## src/design/indexed_ordered_list_defines.svh

```systemverilog
// assertion macros for the indexed ordered list
`ifndef INDEXED_ORDERED_LIST_DEFINES_SVH
`define INDEXED_ORDERED_LIST_DEFINES_SVH

`ifndef SYNTHESIS

`define IOL_ASSERT(lbl, prop) \
  lbl: assert property (@(posedge clk_i) disable iff (!rst_ni) prop) \
    else $error("indexed_ordered_list assertion failed");

`define IOL_ASSERT_RST(lbl, prop) \
  lbl: assert property (@(posedge clk_i) prop) \
    else $error("indexed_ordered_list reset assertion failed");

`else

`define IOL_ASSERT(lbl, prop)

`define IOL_ASSERT_RST(lbl, prop)

`endif

`endif

```

## src/design/iol_pkg.sv

```systemverilog
// shared types and constants of the indexed ordered list
package iol_pkg;

  localparam int POS_W       = 4;
  localparam int LEN_W       = 5;
  localparam int VAL_W       = 32;
  localparam int CNT_W       = 5;
  localparam int MODE_W      = 3;
  localparam int S_TDATA_W   = 48;
  localparam int M_TDATA_W   = 40;

  typedef enum logic [MODE_W-1:0] {
    OP_PUSH_BACK  = 3'd0,
    OP_PUSH_FRONT = 3'd1,
    OP_INSERT     = 3'd2,
    OP_REMOVE     = 3'd3,
    OP_READ       = 3'd4,
    OP_CLEAR      = 3'd5,
    OP_CUT        = 3'd6
  } op_e;

  typedef enum logic [1:0] {
    ST_DONE  = 2'd0,
    ST_RANGE = 2'd1,
    ST_FULL  = 2'd2
  } status_e;

  typedef struct packed {
    op_e              mode;
    logic [POS_W-1:0] position;
    logic [LEN_W-1:0] window_length;
    logic [VAL_W-1:0] value;
  } req_t;

  typedef struct packed {
    logic [VAL_W-1:0] read_value;
    logic [CNT_W-1:0] count;
    status_e          status;
  } res_t;

endpackage

```

## src/design/iol_mem.sv

```systemverilog
// single write, single registered read entry store
module iol_mem #(
  parameter int DEPTH  = 16,
  parameter int DATA_W = 32,
  parameter int AW     = 4
) (
  input  logic              clk_i,
  input  logic              we_i,
  input  logic [AW-1:0]     waddr_i,
  input  logic [DATA_W-1:0] wdata_i,
  input  logic              re_i,
  input  logic [AW-1:0]     raddr_i,
  output logic [DATA_W-1:0] rdata_o
);

  logic [DATA_W-1:0] mem_q [DEPTH];
  logic [DATA_W-1:0] rdata_q;

  always_ff @(posedge clk_i) begin
    if (we_i) begin
      mem_q[waddr_i] <= wdata_i;
    end
  end

  always_ff @(posedge clk_i) begin
    if (re_i) begin
      rdata_q <= mem_q[raddr_i];
    end
  end

  assign rdata_o = rdata_q;

endmodule

```

## src/design/iol_ctrl.sv

```systemverilog
// request sequencer: range checks and element moves through the store port
module iol_ctrl #(
  parameter int DEPTH  = 16,
  parameter int DATA_W = 32
) (
  input  logic          clk_i,
  input  logic          rst_ni,
  input  logic          req_valid_i,
  output logic          req_ready_o,
  input  iol_pkg::req_t req_i,
  output logic          res_valid_o,
  input  logic          res_ready_i,
  output iol_pkg::res_t res_o
);

  localparam int AW = (DEPTH > 1) ? $clog2(DEPTH) : 1;
  localparam int CW = $clog2(DEPTH + 1);
  localparam int EW = ((CW > iol_pkg::LEN_W) ? CW : iol_pkg::LEN_W) + 1;

  typedef enum logic [5:0] {
    S_IDLE   = 6'b000001,
    S_READ   = 6'b000010,
    S_WRITE  = 6'b000100,
    S_PLACE  = 6'b001000,
    S_RDWAIT = 6'b010000,
    S_DONE   = 6'b100000
  } state_e;

  state_e                    state_q, state_d;
  logic [CW-1:0]             held_q, held_d;
  logic [CW-1:0]             cnt_q, cnt_d;
  logic [AW-1:0]             src_q, src_d;
  logic [AW-1:0]             dst_q, dst_d;
  logic [AW-1:0]             pos_q, pos_d;
  logic                      up_q, up_d;
  logic                      ins_q, ins_d;
  logic [DATA_W-1:0]         val_q, val_d;
  logic [iol_pkg::VAL_W-1:0] rd_q, rd_d;
  iol_pkg::status_e          st_q, st_d;

  logic              accept;
  logic [EW-1:0]     pos_e, len_e, held_e, depth_e;
  logic              full, pos_ok, cut_ok;
  logic [AW-1:0]     pos_a, ins_a;
  logic [CW-1:0]     ins_cnt;
  logic [63:0]       vin_w, rdata_w;
  logic [DATA_W-1:0] val_w;
  logic [15:0]       held16;

  logic              we, re;
  logic [AW-1:0]     waddr, raddr;
  logic [DATA_W-1:0] wdata, rdata;

  assign req_ready_o = (state_q == S_IDLE);
  assign accept      = req_valid_i && req_ready_o;

  assign pos_e   = EW'(req_i.position);
  assign len_e   = EW'(req_i.window_length);
  assign held_e  = EW'(held_q);
  assign depth_e = EW'(DEPTH);
  assign full    = (held_e == depth_e);
  assign pos_ok  = (pos_e < held_e);
  assign cut_ok  = pos_ok && ((pos_e + len_e) <= held_e);
  assign pos_a   = pos_e[AW-1:0];

  assign vin_w   = 64'(req_i.value);
  assign val_w   = vin_w[DATA_W-1:0];
  assign rdata_w = 64'(rdata);

  // insert point and number of elements moved up for push front and insert
  assign ins_a   = (req_i.mode == iol_pkg::OP_PUSH_FRONT) ? '0 : pos_a;
  assign ins_cnt = held_q - CW'(ins_a);

  always_comb begin
    state_d = state_q;
    held_d  = held_q;
    cnt_d   = cnt_q;
    src_d   = src_q;
    dst_d   = dst_q;
    pos_d   = pos_q;
    up_d    = up_q;
    ins_d   = ins_q;
    val_d   = val_q;
    rd_d    = rd_q;
    st_d    = st_q;
    we      = 1'b0;
    waddr   = dst_q;
    wdata   = rdata;
    re      = 1'b0;
    raddr   = src_q;

    case (state_q)
      S_IDLE: begin
        if (accept) begin
          rd_d    = '0;
          st_d    = iol_pkg::ST_DONE;
          val_d   = val_w;
          state_d = S_DONE;
          case (req_i.mode)
            iol_pkg::OP_PUSH_BACK: begin
              if (full) begin
                st_d = iol_pkg::ST_FULL;
              end else begin
                we     = 1'b1;
                waddr  = held_q[AW-1:0];
                wdata  = val_w;
                held_d = held_q + CW'(1);
              end
            end
            iol_pkg::OP_PUSH_FRONT, iol_pkg::OP_INSERT: begin
              if ((req_i.mode == iol_pkg::OP_INSERT) && !pos_ok) begin
                st_d = iol_pkg::ST_RANGE;
              end else if (full) begin
                st_d = iol_pkg::ST_FULL;
              end else begin
                held_d = held_q + CW'(1);
                pos_d  = ins_a;
                cnt_d  = ins_cnt;
                src_d  = AW'(held_q - CW'(1));
                dst_d  = held_q[AW-1:0];
                up_d   = 1'b0;
                ins_d  = 1'b1;
                state_d = (ins_cnt == '0) ? S_PLACE : S_READ;
              end
            end
            iol_pkg::OP_REMOVE: begin
              if (!pos_ok) begin
                st_d = iol_pkg::ST_RANGE;
              end else begin
                held_d  = held_q - CW'(1);
                cnt_d   = held_q - CW'(1) - CW'(pos_a);
                src_d   = pos_a + AW'(1);
                dst_d   = pos_a;
                up_d    = 1'b1;
                ins_d   = 1'b0;
                state_d = ((held_q - CW'(1)) == CW'(pos_a)) ? S_DONE : S_READ;
              end
            end
            iol_pkg::OP_READ: begin
              if (!pos_ok) begin
                st_d = iol_pkg::ST_RANGE;
              end else begin
                re      = 1'b1;
                raddr   = pos_a;
                state_d = S_RDWAIT;
              end
            end
            iol_pkg::OP_CLEAR: begin
              held_d = '0;
            end
            iol_pkg::OP_CUT: begin
              if (!cut_ok) begin
                st_d = iol_pkg::ST_RANGE;
              end else begin
                held_d  = len_e[CW-1:0];
                cnt_d   = len_e[CW-1:0];
                src_d   = pos_a;
                dst_d   = '0;
                up_d    = 1'b1;
                ins_d   = 1'b0;
                state_d = (len_e == '0) ? S_DONE : S_READ;
              end
            end
            default: begin
            end
          endcase
        end
      end
      S_READ: begin
        re      = 1'b1;
        raddr   = src_q;
        state_d = S_WRITE;
      end
      S_WRITE: begin
        we    = 1'b1;
        waddr = dst_q;
        wdata = rdata;
        cnt_d = cnt_q - CW'(1);
        src_d = up_q ? (src_q + AW'(1)) : (src_q - AW'(1));
        dst_d = up_q ? (dst_q + AW'(1)) : (dst_q - AW'(1));
        if (cnt_q == CW'(1)) begin
          state_d = ins_q ? S_PLACE : S_DONE;
        end else begin
          state_d = S_READ;
        end
      end
      S_PLACE: begin
        we      = 1'b1;
        waddr   = pos_q;
        wdata   = val_q;
        state_d = S_DONE;
      end
      S_RDWAIT: begin
        rd_d    = rdata_w[iol_pkg::VAL_W-1:0];
        state_d = S_DONE;
      end
      S_DONE: begin
        if (res_ready_i) begin
          state_d = S_IDLE;
        end
      end
      default: begin
        state_d = S_IDLE;
      end
    endcase
  end

  always_ff @(posedge clk_i or negedge rst_ni) begin
    if (!rst_ni) begin
      state_q <= S_IDLE;
      held_q  <= '0;
    end else begin
      state_q <= state_d;
      held_q  <= held_d;
    end
  end

  always_ff @(posedge clk_i) begin
    cnt_q <= cnt_d;
    src_q <= src_d;
    dst_q <= dst_d;
    pos_q <= pos_d;
    up_q  <= up_d;
    ins_q <= ins_d;
    val_q <= val_d;
    rd_q  <= rd_d;
    st_q  <= st_d;
  end

  iol_mem #(
    .DEPTH  (DEPTH),
    .DATA_W (DATA_W),
    .AW     (AW)
  ) u_mem (
    .clk_i   (clk_i),
    .we_i    (we),
    .waddr_i (waddr),
    .wdata_i (wdata),
    .re_i    (re),
    .raddr_i (raddr),
    .rdata_o (rdata)
  );

  assign held16      = 16'(held_q);
  assign res_valid_o = (state_q == S_DONE);

  always_comb begin
    res_o.read_value = rd_q;
    res_o.count      = held16[iol_pkg::CNT_W-1:0];
    res_o.status     = st_q;
  end

endmodule

```

## src/design/indexed_ordered_list.sv

```systemverilog
// top level of the indexed ordered list with stream ports and output register
//
// one request beat in on the slave side, one result beat out on the master side
// s_axis_tuser selects the operation: push back, push front, insert, remove,
// read, clear or cut; s_axis_tdata carries position, window length and value
// m_axis_tdata returns the read value and the element count, m_axis_tuser the status
// the block takes one request at a time; s_axis_tready is high only when idle
// steps from accepted beat to m_axis_tvalid:
//   push back, clear, range or full refusal: straight to the result
//   read: a registered store read, then the result
//   remove and cut: a read and a write per element moved, then the result
//   push front and insert: a read and a write per element moved up, then the value is placed
// each element move is one read and one write on the entry store, which has one write and one read port
// s_axis_tready rises in the cycle after the result enters the output register,
// so a stalled master side does not hold back one further request
// reset empties the list and drops any pending result; entries keep no reset value
module indexed_ordered_list #(
  parameter int DEPTH  = 16,
  parameter int DATA_W = 32
) (
  input  logic                              clk_i,
  input  logic                              rst_ni,
  input  logic                              s_axis_tvalid,
  output logic                              s_axis_tready,
  // position [3:0], window_length [8:4], value [40:9], zero fill above
  input  logic [iol_pkg::S_TDATA_W-1:0]     s_axis_tdata,
  // mode [2:0]
  input  logic [iol_pkg::MODE_W-1:0]        s_axis_tuser,
  output logic                              m_axis_tvalid,
  input  logic                              m_axis_tready,
  // read_value [31:0], count [36:32], zero fill above
  output logic [iol_pkg::M_TDATA_W-1:0]     m_axis_tdata,
  // status [1:0]
  output logic [1:0]                        m_axis_tuser
);

  `include "indexed_ordered_list_defines.svh"

  iol_pkg::req_t req;
  iol_pkg::res_t res, out_q;
  logic          res_valid, res_ready;
  logic          out_valid_q;

  always_comb begin
    req.mode          = iol_pkg::op_e'(s_axis_tuser);
    req.position      = s_axis_tdata[3:0];
    req.window_length = s_axis_tdata[8:4];
    req.value         = s_axis_tdata[40:9];
  end

  iol_ctrl #(
    .DEPTH  (DEPTH),
    .DATA_W (DATA_W)
  ) u_ctrl (
    .clk_i       (clk_i),
    .rst_ni      (rst_ni),
    .req_valid_i (s_axis_tvalid),
    .req_ready_o (s_axis_tready),
    .req_i       (req),
    .res_valid_o (res_valid),
    .res_ready_i (res_ready),
    .res_o       (res)
  );

  assign res_ready = !out_valid_q || m_axis_tready;

  always_ff @(posedge clk_i or negedge rst_ni) begin
    if (!rst_ni) begin
      out_valid_q <= 1'b0;
    end else if (res_ready) begin
      out_valid_q <= res_valid;
    end
  end

  always_ff @(posedge clk_i) begin
    if (res_valid && res_ready) begin
      out_q <= res;
    end
  end

  assign m_axis_tvalid = out_valid_q;
  assign m_axis_tdata  = iol_pkg::M_TDATA_W'({out_q.count, out_q.read_value});
  assign m_axis_tuser  = out_q.status;

  // busy right after a request beat
  `IOL_ASSERT(a_busy_after_accept, (s_axis_tvalid && s_axis_tready) |=> !s_axis_tready)
  // a refused push only happens on a full list
  `IOL_ASSERT(a_full_count, (m_axis_tvalid && (out_q.status == iol_pkg::ST_FULL)) |->
    (out_q.count == iol_pkg::CNT_W'(DEPTH)))
  // a pending result is kept until the master side takes it
  `IOL_ASSERT(a_hold_result, (m_axis_tvalid && !m_axis_tready) |=>
    (m_axis_tvalid && $stable(out_q)))
  // nothing is offered once reset has been sampled low
  `IOL_ASSERT_RST(a_reset_quiet, !rst_ni |=> !m_axis_tvalid)

endmodule
```

## config.mk

```make
export PLATFORM = sky130hd
export DESIGN_NAME = indexed_ordered_list
export DESIGN_NICKNAME = d
export VERILOG_FILES = /design/src/design/iol_pkg.sv /design/src/design/iol_mem.sv /design/src/design/iol_ctrl.sv /design/src/design/indexed_ordered_list.sv
export VERILOG_INCLUDE_DIRS = /design/src /design/src/design
export SDC_FILE = /design/constraint.sdc
export NUM_CORES = 1
export LEC_CHECK = 0
export BUFFER_PORTS_ARGS = -buffer_cell sky130_fd_sc_hd__buf_4
export CORE_MARGIN = 8
export CORE_UTILIZATION = 49
export CTS_CLUSTER_DIAMETER = 50
export CTS_CLUSTER_SIZE = 30
export DETAILED_ROUTE_END_ITERATION = 16
export PLACE_DENSITY_LB_ADDON = 0.25
export SLEW_MARGIN = 15
export SYNTH_ARGS = -nofsm -noshare
export SYNTH_HDL_FRONTEND = slang
export SYNTH_SLANG_ARGS = --single-unit
```

## constraint.sdc

```tcl
create_clock -name clk_i -period 5.3 [get_ports clk_i]
set_input_delay 1.325 -clock clk_i [delete_from_list [all_inputs] [get_ports clk_i]]
set_output_delay 1.325 -clock clk_i [all_outputs]
set_load 0.02 [all_outputs]
```

==> impl_metrics.ini <==
[run_status]
status = finished, final reports clean

[clock_network]
cts_hold_buf = 0
cts_buffers = 57
cts.clk_slew.worst_paths_ns = 0.07
clock_latency_ns = 0.65
cts-root-buf = clkbuf_16
cts_resized = 0
cts_tree = done
clock-sinks = 680
postCtsSetupBuffers = 0
max-clock-path-buffers = 3
h-tree-depth = 2

[grt]
grt_max_degree = 77
grt_overflow = 0
grt_use_total = 0.2016
grt_pass1_vias = 15154
antenna_found_initial = 1
grt_pass1_wl_um = 96400

[floorplanning]
ios = 99
initial_utilization = 0.4915
core_area_sq_um = 55950
die_height_um = 252.9
dieWidth_um = 252.9
rows = 87
dieArea_sq_um = 63950

[power_and_ir_drop]
vdd_drop_max_uv = 279.0
p_leak_nw = 11.48
p_per_area_nw_per_um2 = 431.5

[timing]
hold_violations = 0
finalMaxSlewViolations = 0
worst_slack_ns = 0.7257
relSlewSlack = 0.2599
finalCritPeriodShare = 0.8631
hold_slack_ns = 0.4222
rsz0062_at_grt = no
tightest_slew_ns = 1.110
fmax_mhz = 218.6
min_period_ns = 4.574
fin_tns_setup_ns = 0
skew_ns = 0.04847
setup_viol = 0

[synth]
syn_avg_cell_area_sq_um = 16.32
ys_warn_count = 0
synth_area_sq_um = 27500
netlist_instances = 1685
seq_area_frac_synth = 0.7405
yosys_register_bits = 680
yosys_most_used_dff = edfxtp_1
async_flop_share = 0.01765
synth_edf_count = 668
ys_types = 66

[routing]
drcViolationCount = 0
via_per_inst = 5.833
drtIter0Drc = 1478
routedWlPerCell_um = 24.74
wl_met2_um = 31700
m1WireLength_um = 27180
top_layer = met4
ant_nets = 0
via_count = 15307
routed_wl_um = 64920
wl_met3_um = 4391
firstDrtPassIters = 5

[final_layout]
final_common_cell = edfxtp_1
drive_above_1_share = 0.1634
final_cell_mix = edfxtp_1, mux2i_1, buf_4
syn_to_final_growth_pct = 15.49
nets = 1909
fill_cells = 4377
fin_util = 0.5676

[critical_path]
path_cells = buf_4, ha_1, a21oi_1, nor2_1, or4_1, mux2i_4, buf_12, mux2i_1, o22ai_1, or4_1
critPathSlowestCell = or4_1
worstPathMaxFanout = 76
worstSetupStartpointType = input port
critPathMostFrequentCell = or4_1
cp_data_required_time_ns = 5.65
worst-endpoint-arrival_ns = 4.92
critical-path-max-stage-delay_ns = 0.79
path_buf_inv = 2
critical_path_class = input port to flip-flop
crit_path_end_kind = flip-flop
critPathTopFamily = simple AND/OR/NAND/NOR gates

[placed_design]
hpwl_um = 38620
io_buffers = 88
pre_cts_ws_ns = 0.1229
place.gp.congestion = 0.9082

[job]
maxCapViolations = 0

[hold_path]
hold_path_class = flip-flop to flip-flop
## layer usage
metal | GRT usage | vias up
met3 | 0.03161 | 109
met2 | 0.3355 | 513
li1 | - | 6906
met5 | 0 | -
met1 | 0.2727 | 7779
met4 | 0.06049 | 0
## cell type report
type | count | area [sq um] | share of cell area
flip-flops and latches | 680 | 20360 | 0.6411
multi-input cells | 889 | 6812 | 0.2145
clock inverters | 47 | 673.1 | 0.02120
inverters | 28 | 105.1 | 0.003310
well taps | 756 | 945.9 | 0.02979
diodes | 1 | 2.502 | 0.00007880
clock buffers | 60 | 1459 | 0.04594
repair buffers | 163 | 1399 | 0.04405
## flip-flops by register name, indices dropped and copies added (netlist names)
register              count
u_ctrl.ins_q              1
u_ctrl.up_q               1
u_ctrl.src_q              4
u_ctrl.val_q             32
u_ctrl.cnt_q              5
u_ctrl.rd_q              32
u_ctrl.u_mem.rdata_o     32
u_ctrl.dst_q              4
u_ctrl.state_q            6
m_axis_tuser              2
u_ctrl.u_mem.mem_q      512
m_axis_tvalid             1
u_ctrl.held_q             5
u_ctrl.st_q               2
m_axis_tdata             37
u_ctrl.pos_q              4
## kinds of logic (layout without fill, tap and decap cells)
kind of cell | count (synthesis) | in the layout | synth area share
AND/OR/NAND/NOR | 297 | 297 | 0.05569
multiplexers | 263 | 263 | 0.09637
other | 1 | 4 | 0.0001364
XOR/XNOR | 22 | 22 | 0.007007
adder cells (fa/ha/maj) | 35 | 35 | 0.01729
buffers and inverters | 118 | 298 | 0.01870
AO/OA/AOI/OAI | 269 | 269 | 0.06434
flip-flops | 680 | 680 | 0.7405
## worst register-to-register path: stages (launching register included)
cell and delay, ns:
dfrtp_1 0.45, nor4_1 0.42, and3b_2 0.29, buf_4 0.36, nor2_1 0.11, a222oi_1 0.65, nand2b_1 0.40, nor2_4 0.83
buf_4 0.40
## cell usage after synthesis, types with 2 or more instances
cell type	instances	area, sq um
a31oi_1	4	25.02
or2_2	3	18.77
o21a_1	3	22.52
nor4bb_1	2	20.02
o221a_2	2	22.52
buf_4	5	37.54
xor2_1	10	87.58
o22ai_1	132	825.8
a222oi_1	2	20.02
fa_1	5	100.1
ha_1	30	375.4
o211ai_1	7	52.55
a22oi_1	34	255.2
or4_1	34	255.2
a221oi_1	6	52.55
and3_1	4	25.02
nand2b_1	11	68.82
nand2_1	103	386.6
inv_1	27	101.4
a211oi_1	4	30.03
o21ai_0	24	120.1
a21oi_1	26	130.1
and2_1	38	237.7
and3b_1	4	35.03
o2111a_1	2	22.52
or3_1	2	12.51
buf_2	36	180.2
nor2b_1	7	43.79
nor3b_1	3	22.52
nand4_1	2	12.51
buf_1	2	7.510
a21o_1	11	82.58
mux2i_1	261	2613
dfrtp_1	11	275.3
nor3_1	13	65.06
edfxtp_1	668	20060
nand2_2	2	12.51
xnor2_1	12	105.1
clkbuf_1	46	172.7
nand3_1	11	55.05
nor2_1	51	191.4
## worst paths after layout
check | startpoint | end | slack, ns | cells past startpoint
hold / removal | u_ctrl.rd_q[12]$_SDFFCE_PN0P_ | m_axis_tdata[12]$_DFFE_PP_ | 0.42 | 0
setup reg to reg | u_ctrl.state_q[5]$_DFFE_PN0P_ | u_ctrl.u_mem.mem_q[8][22]$_DFFE_PP_ | 1.08 | 8
min in group asynchronous | rst_ni | u_ctrl.held_q[2]$_DFFE_PN0P_ | 0.55 | 1
max in group asynchronous | rst_ni | u_ctrl.state_q[0]$_DFFE_PN1P_ | 4.51 | 1
hold reg to reg | u_ctrl.rd_q[12]$_SDFFCE_PN0P_ | m_axis_tdata[12]$_DFFE_PP_ | 0.42 | 0
setup / recovery | s_axis_tdata[3] | u_ctrl.u_mem.rdata_o[30]$_DFFE_PP_ | 0.73 | 10
## report_power, final
group,leakage (nW),internal [mW],switching (mW)
Combinational,4.23,0.914,1.57
Clock,1.04,2.45,2.21
Sequential,6.21,6.43,0.130
## metrics by stage
| stage | power (mW) | cell area, sq um | instances |
|---|---|---|---|
| 2_1_floorplan | 8.258 | 27510 | 1687 |
| 3_3_place_gp | 9.105 | 29620 | 2516 |
| 3_5_place_dp | 9.150 | 29620 | 2516 |
| 4_1_cts | 13.79 | 31750 | 2623 |
| 5_1_grt | 14.20 | 31750 | 2623 |
| 6_report | 13.70 | 31760 | 2624 |
No activity file was read; power rests on OpenSTA's default activity.
